File: src/sv/f2va_pkg.sv
// Package: formats, constants and pipeline types for the float to vertex attribute encoder.
package f2va_pkg;

	typedef enum logic [2:0] {
		FMT_FLOAT32 = 3'd0,
		FMT_UINT8   = 3'd1,
		FMT_INT8    = 3'd2,
		FMT_UINT16  = 3'd3,
		FMT_INT16   = 3'd4
	} fmt_t;

	localparam int FLOAT_W = 32;
	localparam int FMT_W   = 3;
	localparam int SIZE_W  = 3;
	localparam int IN_W    = 40;
	localparam int OUT_W   = 40;

	// Format decode handed from the front stage to the back stages
	typedef struct packed {
		logic       is_float;
		logic       is_int;
		logic       is_signed;
		logic       is_wide;
		logic       norm;
		logic [2:0] size;
	} fmt_ctl_t;

endpackage

File: src/sv/float_to_vertex_attribute_format.sv
// Top level: float32 to vertex attribute encoder with stream ports.
//   channel | direction | handshake       | payload
//   s_axis  | in        | tvalid/tready   | float_bits, format_code, normalise
//   m_axis  | out       | tvalid/tready   | encoded_bits, byte_size, supported
// One item a cycle while the output does not stall, through a five-stage pipeline.
// The whole pipeline holds on an output stall, so nothing is lost or repeated.
// arst_n clears the valid bits only.
module float_to_vertex_attribute_format (
	input  logic        clk,
	input  logic        arst_n,
	input  logic        s_axis_tvalid,
	output logic        s_axis_tready,
	input  logic [39:0] s_axis_tdata,  // float_bits[31:0], format_code[34:32], normalise[35]
	output logic        m_axis_tvalid,
	input  logic        m_axis_tready,
	output logic [39:0] m_axis_tdata   // encoded_bits[31:0], byte_size[34:32], supported[35]
);
	import f2va_pkg::*;

	localparam int DEPTH = 5;

	logic       en;
	logic [DEPTH-1:0] vld_q;
	fmt_ctl_t   ctl_w;
	logic [2:0] fmt_w;
	logic [15:0] fix_w;

	assign en = !vld_q[DEPTH-1] || m_axis_tready;
	assign s_axis_tready = en;

	// Decode the format code
	always_comb begin
		fmt_w = s_axis_tdata[34:32];
		ctl_w = '0;
		ctl_w.norm = s_axis_tdata[35];
		unique case (fmt_w)
			FMT_FLOAT32: begin ctl_w.is_float = 1'b1; ctl_w.size = 3'd4; end
			FMT_UINT8:   begin ctl_w.is_int = 1'b1; ctl_w.size = 3'd1; end
			FMT_INT8:    begin ctl_w.is_int = 1'b1; ctl_w.is_signed = 1'b1;
				ctl_w.size = 3'd1; end
			FMT_UINT16:  begin ctl_w.is_int = 1'b1; ctl_w.is_wide = 1'b1;
				ctl_w.size = 3'd2; end
			FMT_INT16:   begin ctl_w.is_int = 1'b1; ctl_w.is_wide = 1'b1;
				ctl_w.is_signed = 1'b1; ctl_w.size = 3'd2; end
			default: ;
		endcase
	end

	f2va_fix u_fix (
		.clk        (clk),
		.en         (en),
		.float_bits (s_axis_tdata[31:0]),
		.ctl_in     (ctl_w),
		.result     (fix_w)
	);

	// Carry the pass-through word and the decode alongside the datapath
	logic [31:0] bits_q [DEPTH];
	fmt_ctl_t    ctl_q  [DEPTH];

	always_ff @(posedge clk) begin
		if (en) begin
			bits_q[0] <= s_axis_tdata[31:0];
			ctl_q[0]  <= ctl_w;
			for (int i = 1; i < DEPTH; i++) begin
				bits_q[i] <= bits_q[i-1];
				ctl_q[i]  <= ctl_q[i-1];
			end
		end
	end

	// Advance the valid bits
	always_ff @(posedge clk or negedge arst_n) begin
		if (!arst_n) begin
			vld_q <= '0;
		end else if (en) begin
			vld_q <= {vld_q[DEPTH-2:0], s_axis_tvalid};
		end
	end

	// Select the result word
	logic [31:0] enc_w;
	fmt_ctl_t    co_w;
	always_comb begin
		co_w = ctl_q[DEPTH-1];
		if (co_w.is_float)
			enc_w = bits_q[DEPTH-1];
		else if (co_w.is_int)
			enc_w = {16'd0, fix_w};
		else
			enc_w = 32'd0;
	end

	assign m_axis_tvalid = vld_q[DEPTH-1];

	// Pack the result item from the last stage
	assign m_axis_tdata = {4'd0, co_w.is_float | co_w.is_int, co_w.size, enc_w};

endmodule

File: src/sv/f2va_fix.sv
// Module: fixed-point conversion of a float32 value into a clamped, scaled and rounded integer.
module f2va_fix (
	input  logic                   clk,
	input  logic                   en,
	input  logic [31:0]            float_bits,
	input  f2va_pkg::fmt_ctl_t     ctl_in,
	output logic [15:0]            result
);
	import f2va_pkg::*;

	// Stage 1: unpack and classify
	logic        sign_s1, nan_s1, big_s1, zero_s1;
	logic [23:0] mant_s1;
	logic [7:0]  exp_s1;
	fmt_ctl_t    ctl_s1;

	logic [7:0]  e_w;
	logic [22:0] f_w;
	assign e_w = float_bits[30:23];
	assign f_w = float_bits[22:0];

	always_ff @(posedge clk) begin
		if (en) begin
			sign_s1 <= float_bits[31];
			nan_s1  <= (e_w == 8'hFF) && (f_w != 23'd0);
			// at or above 2^17 the value is clamped anyway
			big_s1  <= (e_w >= 8'd144);
			// below 2^-17 every format rounds to zero, scaled or not
			zero_s1 <= (e_w < 8'd110);
			mant_s1 <= {1'b1, f_w};
			exp_s1  <= e_w;
			ctl_s1  <= ctl_in;
		end
	end

	// Stage 2: build |v| as fixed point with 17 integer and 40 fraction bits
	// (exact for every value from 2^-17 up to 2^17)
	logic [56:0] mag_s2;
	logic        sign_s2, nan_s2, big_s2;
	fmt_ctl_t    ctl_s2;
	logic [56:0] shl_w;
	logic [5:0]  sh_w;

	always_comb begin
		sh_w  = 6'(exp_s1 - 8'd110);
		shl_w = {33'd0, mant_s1} << sh_w;
	end

	always_ff @(posedge clk) begin
		if (en) begin
			// 2^(e-127) * m/2^23 * 2^40 = m << (e-110)
			mag_s2  <= (zero_s1 || big_s1) ? 57'd0 : shl_w;
			sign_s2 <= sign_s1;
			nan_s2  <= nan_s1;
			big_s2  <= big_s1;
			ctl_s2  <= ctl_s1;
		end
	end

	// Stage 3: clamp in magnitude (negatives to zero for unsigned), then pick the scale for normalised formats
	logic [56:0] lim_w, cl_w;
	logic        over_w;
	logic [15:0] scale_w;
	logic        neg_ok_w;

	always_comb begin
		neg_ok_w = ctl_s2.is_signed;
		if (ctl_s2.norm)
			lim_w = 57'd1 << 40;
		else if (ctl_s2.is_signed)
			lim_w = (ctl_s2.is_wide ? 57'd32767 : 57'd127) << 40;
		else
			lim_w = (ctl_s2.is_wide ? 57'd65535 : 57'd255) << 40;
		// signed raw clamp allows one more step on the negative side
		if (sign_s2 && ctl_s2.is_signed && !ctl_s2.norm)
			lim_w = lim_w + (57'd1 << 40);
		over_w = big_s2 || (mag_s2 > lim_w);
		cl_w   = over_w ? lim_w : mag_s2;
		if (sign_s2 && !neg_ok_w)
			cl_w = 57'd0;
		unique case ({ctl_s2.is_signed, ctl_s2.is_wide})
			2'b00:   scale_w = 16'd255;
			2'b01:   scale_w = 16'd65535;
			2'b10:   scale_w = 16'd127;
			default: scale_w = 16'd32767;
		endcase
	end

	logic [40:0] frac_s3;
	logic [56:0] raw_s3;
	logic [15:0] scale_s3;
	logic        sign_s3, nan_s3;
	fmt_ctl_t    ctl_s3;

	always_ff @(posedge clk) begin
		if (en) begin
			frac_s3  <= cl_w[40:0];
			raw_s3   <= cl_w;
			scale_s3 <= scale_w;
			sign_s3  <= sign_s2;
			nan_s3   <= nan_s2;
			ctl_s3   <= ctl_s2;
		end
	end

	// Stage 4: multiply the unit value (41 bits at most) by the scale
	logic [56:0] prod_s4;
	logic [56:0] raw_s4;
	logic        sign_s4, nan_s4;
	fmt_ctl_t    ctl_s4;

	always_ff @(posedge clk) begin
		if (en) begin
			prod_s4 <= 57'(frac_s3 * scale_s3);
			raw_s4  <= raw_s3;
			sign_s4 <= sign_s3;
			nan_s4  <= nan_s3;
			ctl_s4  <= ctl_s3;
		end
	end

	// Stage 5: round the float32 product, then round half away, apply sign
	// product has 40 fraction bits; float32 keeps 24 significant bits
	logic [56:0] p_w, keep_w, half_w, rem_w;
	logic [5:0]  msb_w;
	logic [5:0]  drop_w;
	logic [56:0] fx_w;
	logic [16:0] mag_w;
	logic [16:0] sres_w;

	always_comb begin
		p_w   = prod_s4;
		msb_w = 6'd0;
		for (int i = 0; i < 57; i++)
			if (p_w[i]) msb_w = 6'(i);
		drop_w = (msb_w > 6'd23) ? 6'(msb_w - 6'd23) : 6'd0;
		half_w = (drop_w == 6'd0) ? 57'd0 : (57'd1 << (drop_w - 6'd1));
		keep_w = (p_w >> drop_w) << drop_w;
		rem_w  = p_w - keep_w;
		// round to nearest even at the float32 precision
		if (drop_w != 6'd0 && (rem_w > half_w ||
				(rem_w == half_w && p_w[drop_w])))
			keep_w = keep_w + (57'd1 << drop_w);
		fx_w  = ctl_s4.norm ? keep_w : raw_s4;
		mag_w = 17'(fx_w[56:40]) + 17'(fx_w[39]);
		sres_w = sign_s4 ? 17'(-mag_w) : mag_w;
	end

	always_ff @(posedge clk) begin
		if (en)
			result <= nan_s4 ? 16'd0 :
				(ctl_s4.is_wide ? sres_w[15:0] : {8'd0, sres_w[7:0]});
	end

endmodule
File: config.mk
export PLATFORM = sky130hd
export DESIGN_NAME = float_to_vertex_attribute_format
export DESIGN_NICKNAME = d
export VERILOG_FILES = /design/src/sv/f2va_pkg.sv /design/src/sv/float_to_vertex_attribute_format.sv /design/src/sv/f2va_fix.sv
export SDC_FILE = /design/constraint.sdc
export NUM_CORES = 2
export LEC_CHECK = 0
export BUFFER_PORTS_ARGS = -buffer_cell sky130_fd_sc_hd__buf_2
export CAP_MARGIN = 20
export CORE_UTILIZATION = 45
export CTS_CLUSTER_SIZE = 30
export DETAILED_ROUTE_END_ITERATION = 10
export PLACE_DENSITY = 0.65
export SKIP_LAST_GASP = 1
export SLEW_MARGIN = 20
export SYNTH_ARGS = -nofsm -noshare
export SYNTH_HDL_FRONTEND = slang
export SYNTH_HIERARCHICAL = 1
export SYNTH_SLANG_ARGS = --single-unit
File: constraint.sdc
create_clock -name clk -period 20.2 [get_ports clk]
set_input_delay 3.03 -clock clk [delete_from_list [all_inputs] [get_ports clk]]
set_output_delay 3.03 -clock clk [all_outputs]
set_load 0.01 [all_outputs]
After elaboration in Yosys (flattened, before gate mapping)
Memory sizes are Yosys's and may differ from the RTL's.
Cells that the tools add are included.
Storage, ports and cells
  bits in writable memories: 200
  flip-flop bits (word level): 313
  memories: 2
  bits of input ports: 44
  word-level logic and storage cells: 166
Operators by class
  multiplexer cells: 79
  equal/unequal tests: 8
  bitwise gates (word level): 2
  order comparisons: 6
  shifts and indexed selects: 5
  add/sub/neg operators: 8
  multiply operators: 1
  reductions and logical operators: 23
Memories
  bits_q: words 5, bits a word 32, rd ports 5, clocked after memory_dff 0, write ports 5, RTL line float_to_vertex_attribute_format.sv:58  | logic [31:0] bits_q [DEPTH];
  ctl_q: words 5, bits a word 8, rd ports 5, clocked after memory_dff 0, write ports 5, RTL line float_to_vertex_attribute_format.sv:59  | fmt_ctl_t ctl_q [DEPTH];
Operators by type and width (count)
  two-way mux 57 bit: 4
  two-way mux 56 bit: 3
  two-way mux 6 bit: 26
  greater-than comparator 57 bit: 2
  two-way mux 5 bit: 16
  adder 57 x 41 -> 57 bit, second input constant: 1
  equality test 57 bit: 1
  multiplier 41 x 16 -> 57 bit: 1
  left shift 1 x 6 -> 57 bit, first input constant: 1
  left shift 24 x 6 -> 57 bit: 1
  left shift 57 x 6 -> 57 bit: 1
  right shift 57 x 6 -> 57 bit: 1
  subtractor 57 bit: 1
  adder 56 bit: 1
  left shift 1 x 6 -> 56 bit, first input constant: 1
  two-way mux 16 bit: 3
  one-hot mux 16 bit (3 select lines): 1
  two-way mux 32 bit: 1
  two-way mux 4 bit: 8
  nonzero test 23 bit: 1
  adder 16 x 1 -> 16 bit: 1
  negation 16 bit: 1
  two-way mux 15 bit: 1
  two-way mux 3 bit: 4
  28 further kinds: 50

Depth between registers and ports, before layout
  depth in word-level cells: 70
  mapped depth: 77
  gate-level depth less buffers: 70

Modules after synthesis
Netlist, hierarchy kept.
Modules (own cells, without submodules)
  f2va_fix: area each 43644.4 µm², instances 1, cells an instance 4943
  float_to_vertex_attribute_format: area each 6048.3 µm², instances 1, cells an instance 251

Least setup slack after synthesis
No wires, ideal clock.
  kind: register -> register
  from: register u_fix.prod_s4[49] (netlist: u_fix/p_w[49])
  to: register u_fix.result[15] (data pin)
  clock period less this slack: 13.924 ns
  data arrival time: 13.663 ns
  setup slack: 6.276 ns
  required time: 19.939 ns
  library setup time: 0.261 ns
  stages on the path, launching flop included: 71
  path through: edfxtp_1 > buf_6 > or3_1 > or4_4 > or3_1 > buf_4 > nor3_4 > nor2_2 > buf_6 > nand2_4 > inv_2 > ha_1 > or4_1 > a21oi_1 > nor2_1 > buf_2 > buf_2 > buf_2 > [35 not listed] > and2_1 > nor2_1 > o211ai_1 > a21oi_1 > a22o_1 > a21oi_2 > nand2_1 > o32a_1 > a21boi_0 > ha_1 > clkbuf_1 > nor3b_1 > and4_1 > buf_4 > xnor2_4 > o2111ai_2 > or4_4 > a311o_1
On the way
  longest elaborated chain between the ends: 22
  elaborated cells on any way between the ends: 33
  those cells by class: 6 x add/sub; 2 x order compare; 1 x eq/ne; 4 x shift; 15 x mux; 5 x reduce/logical
Ends and longest elaborated chain
  from (decl): RTL line f2va_fix.sv:107  | logic [56:0] prod_s4;
  from (signal assigned): RTL line f2va_fix.sv:114  | prod_s4 <= 57'(frac_s3 * scale_s3);
  parallel branches: the longest is 17 deep, another holds subtractor 6 x 5 -> 6 bit
  two-way mux 56 bit *: RTL line f2va_fix.sv:141  | if (drop_w != 6'd0 && (rem_w > half_w ||
  two-way mux 56 bit *: RTL line f2va_fix.sv:144  | fx_w = ctl_s4.norm ? keep_w : raw_s4;
  adder 16 x 1 -> 16 bit *: RTL line f2va_fix.sv:145  | mag_w = 17'(fx_w[56:40]) + 17'(fx_w[39]);
  negation 16 bit: RTL line f2va_fix.sv:146  | sres_w = sign_s4 ? 17'(-mag_w) : mag_w;
  two-way mux 16 bit *: RTL line f2va_fix.sv:146
  to (signal assigned): RTL line f2va_fix.sv:151  | result <= nan_s4 ? 16'd0 :
  to (decl): RTL line f2va_fix.sv:7  | output logic [15:0] result
Mark *: on every way between the ends. The select of a mux whose other input is x is not followed.
A chain may end at the register's enable or synchronous reset.

Worst setup path in the final report
  from: register u_fix.prod_s4[47] (netlist: u_fix/p_w[47])
  to: register u_fix.result[15] (data pin)
On the way
  longest elaborated chain between the ends: 24
  elaborated cells on any way between the ends: 35
  those cells by class: 6 x add/sub; 2 x order compare; 1 x eq/ne; 4 x shift; 17 x mux; 5 x reduce/logical
Ends and longest elaborated chain (RTL line)
  parallel branches: the longest is 19 deep, another holds subtractor 6 x 5 -> 6 bit
  two-way mux 56 bit *: f2va_fix.sv:141
  two-way mux 56 bit *: f2va_fix.sv:144
  adder 16 x 1 -> 16 bit *: f2va_fix.sv:145
  negation 16 bit: f2va_fix.sv:146
  two-way mux 16 bit *: f2va_fix.sv:146
Marked as above.

==> qor.yml <==
post_cts_buffers: 0
antenna_found_initial: 4
final_nets: 6081
setup_slack_ps: 1690
maxSlewHeadroom: 0.169
cp_top_family: "compound AO/OA/AOI/OAI gates"
grt_use_met3: 0.0613
rows: 121
drv_cap: 0
cts_sinks: 441
cp_data_required_time_ps: 20500
cts.path.max_buffers: 3
ys_types: 128
final_common_cell: "inv_1"
path_buf_inv: 3
end_kind: "register"
mostFrequentLayoutCells: "716 x inv_1, 507 x fa_1, 436 x edfxtp_1"
root_buffer: "clkbuf_16"
cts_tree: "built"
detail-route-antenna-nets: 0
gp_congestion: 1.07
drive_gt1_frac: 0.0777
wire_per_inst_um: 24.5
dieArea_sq_um: 112000
ys.flop_type: "edfxtp_1"
final_hold_viol_count: 0
slowest_stage: "o21bai_1"
tns_ps: 0
synth_edf_count: 436
vias: 40733
preCtsSetupSlack_ps: 2260
max_freq_mhz: 54.0
max_stage_delay_ps: 770
synth_seq_area_share: 0.266
syn_avg_cell_area_sq_um: 9.57
insertion_delay_ps: 610
numCtsBuffers: 45
totalWireLength_um: 165000
ys_ff_latch: 441
grt_pass1_wl_um: 251000
synthCells: 5194
hold_class: "register to register"
timing.final.crit_share: 0.916
area_growth_pct: 7.13
dieHeight_um: 334
fin_skew_ps: 56.5
synth_area_sq_um: 49700
initial_utilization: 0.455
grt_max_degree: 186
dpl.hpwl_um: 130000
slew_viol_final: 0
async_flop_share: 0.0113
grtUsageTotal: 0.296
crit_arrival_ps: 18820
hold_buffers: 0
yosys_warnings: 6
via_per_inst: 6.06
grt_pass1_vias: 40363
busiest_layer: "met2"
worst_pin_slew_ps: 1210
start_kind: "register"
finalCriticalPeriod_ps: 18510
drc: 0
cp_max_fo: 22
drt_iter0_markers: 4824
port_buffers: 77
cts_resized: 0
met1_usage: 0.391
fp.dieW_um: 334
drt-pass1-iter-count: 6
cts_max_level: 2
ios: 86
critPathKind: "register to register"
cts.clk_slew.worst_paths_ps: 70
setup_viol: 0
grt_overflow_total: 0
outcome: "complete, no violations"
rsz0062_at_grt: "no"
core_area_sq_um: 109000
gr-usage-met2: 0.462
-- flip-flops by register name, indices dropped and copies added (netlist names), 2 cells and up --
name	cells
u_fix/ctl_s4	2
u_fix/p_w	57
u_fix/exp_s1	6
u_fix/mant_s1	23
vld_q	5
ctl_q	20
u_fix/result	16
u_fix/ctl_s1	3
u_fix/mag_s2	57
u_fix/ctl_s2	2
u_fix/ctl_s3	2
bits_q	160
u_fix/scale_s3	3
u_fix/raw_s3	56
u_fix/raw_s4	17
-- stage by stage --
stage | hold slack (ps) | cells | cell area [sq um] | util
floorplan | 400 | 5228 | 49800 | -
detailed placement | 405 | 6644 | 51800 | 0.474
finish | 362 | 6726 | 53200 | 0.488
global route | 397 | 6725 | 53200 | 0.488
global placement | 400 | 6644 | 51800 | 0.474
CTS | 367 | 6725 | 53200 | 0.488
-- layout make-up --
cell class | count | area [sq um]
timing repair buffer | 169 | 1090
antenna | 1 | 2.50
fill | 10164 | 55900
inverter | 720 | 2700
clock inverter | 26 | 292
sequential | 441 | 13200
clock buffer | 55 | 1160
tap | 1476 | 1850
multi-input combinational | 3838 | 32900
-- final timing paths --
check	from	to	slack [ps]	cells after the start
max	u_fix/p_w[47]$_DFFE_PP_	u_fix/result[15]$_SDFFCE_PP0P_	1690	60
min	bits_q[0][1]$_DFFE_PP_	bits_q[0][33]$_DFFE_PP_	360	0
max reg2reg	u_fix/p_w[47]$_DFFE_PP_	u_fix/result[15]$_SDFFCE_PP0P_	1690	60
min reg2reg	bits_q[0][1]$_DFFE_PP_	bits_q[0][33]$_DFFE_PP_	360	0
max in group asynchronous	arst_n	vld_q[3]$_DFFE_PN0P_	17840	1
min in group asynchronous	arst_n	vld_q[1]$_DFFE_PN0P_	2240	1
-- layer usage --
| metal | routed length, um | share of wire |
|---|---|---|
| met2 | 73000 | 0.44 |
| met5 | 33 | 0.00020 |
| met1 | 67300 | 0.41 |
| met4 | 9710 | 0.059 |
| met3 | 14800 | 0.090 |
-- logic make-up (layout without fill, tap and decap cells) --
group / Yosys count / count (layout) / synth area share
muxes: 88 / 88 / 0.0223
other: 3 / 38 / 0.000227
DFF: 441 / 441 / 0.266
buffers and inverters: 949 / 970 / 0.0755
AOI/OAI and AO/OA: 1299 / 1299 / 0.181
and+or+nand+nor: 1454 / 1454 / 0.147
adders and majority gates: 822 / 822 / 0.284
xor gates and xnor gates: 138 / 138 / 0.0247
-- cell usage after synthesis, drive strengths merged (14+ instances only) --
library cell | count | share of area
nand3 | 91 | 0.0095
a221o | 14 | 0.0028
o21ai | 287 | 0.029
mux2i | 56 | 0.012
xnor2 | 98 | 0.018
a211oi | 53 | 0.0086
a211o | 26 | 0.0046
or3 | 39 | 0.0049
edfxtp | 436 | 0.26
nor2 | 391 | 0.030
ha | 315 | 0.079
inv | 719 | 0.054
or2 | 24 | 0.0030
mux2 | 18 | 0.0044
xor2 | 40 | 0.0071
o21a | 40 | 0.0060
a21boi | 14 | 0.0021
and2 | 144 | 0.018
nand2 | 369 | 0.028
o22ai | 74 | 0.0099
or4 | 27 | 0.0042
buf | 88 | 0.010
a21o | 130 | 0.020
clkbuf | 141 | 0.011
o21bai | 21 | 0.0032
a2111oi | 14 | 0.0033
a22o | 30 | 0.0055
o32ai | 16 | 0.0033
o221ai | 36 | 0.0070
o31ai | 25 | 0.0040
nand4 | 48 | 0.0060
mux4 | 14 | 0.0063
a21oi | 271 | 0.028
o211ai | 44 | 0.0068
nor3 | 107 | 0.012
nor2b | 44 | 0.0057
a22oi | 23 | 0.0035
a31oi | 28 | 0.0041
nand2b | 50 | 0.0064
a221oi | 26 | 0.0049
nor4 | 48 | 0.0077
and3 | 30 | 0.0038
fa | 507 | 0.20
Power is left out: the tool's default activity adds up to more than one toggle a clock period on the data nets, which glitch-free logic cannot reach.
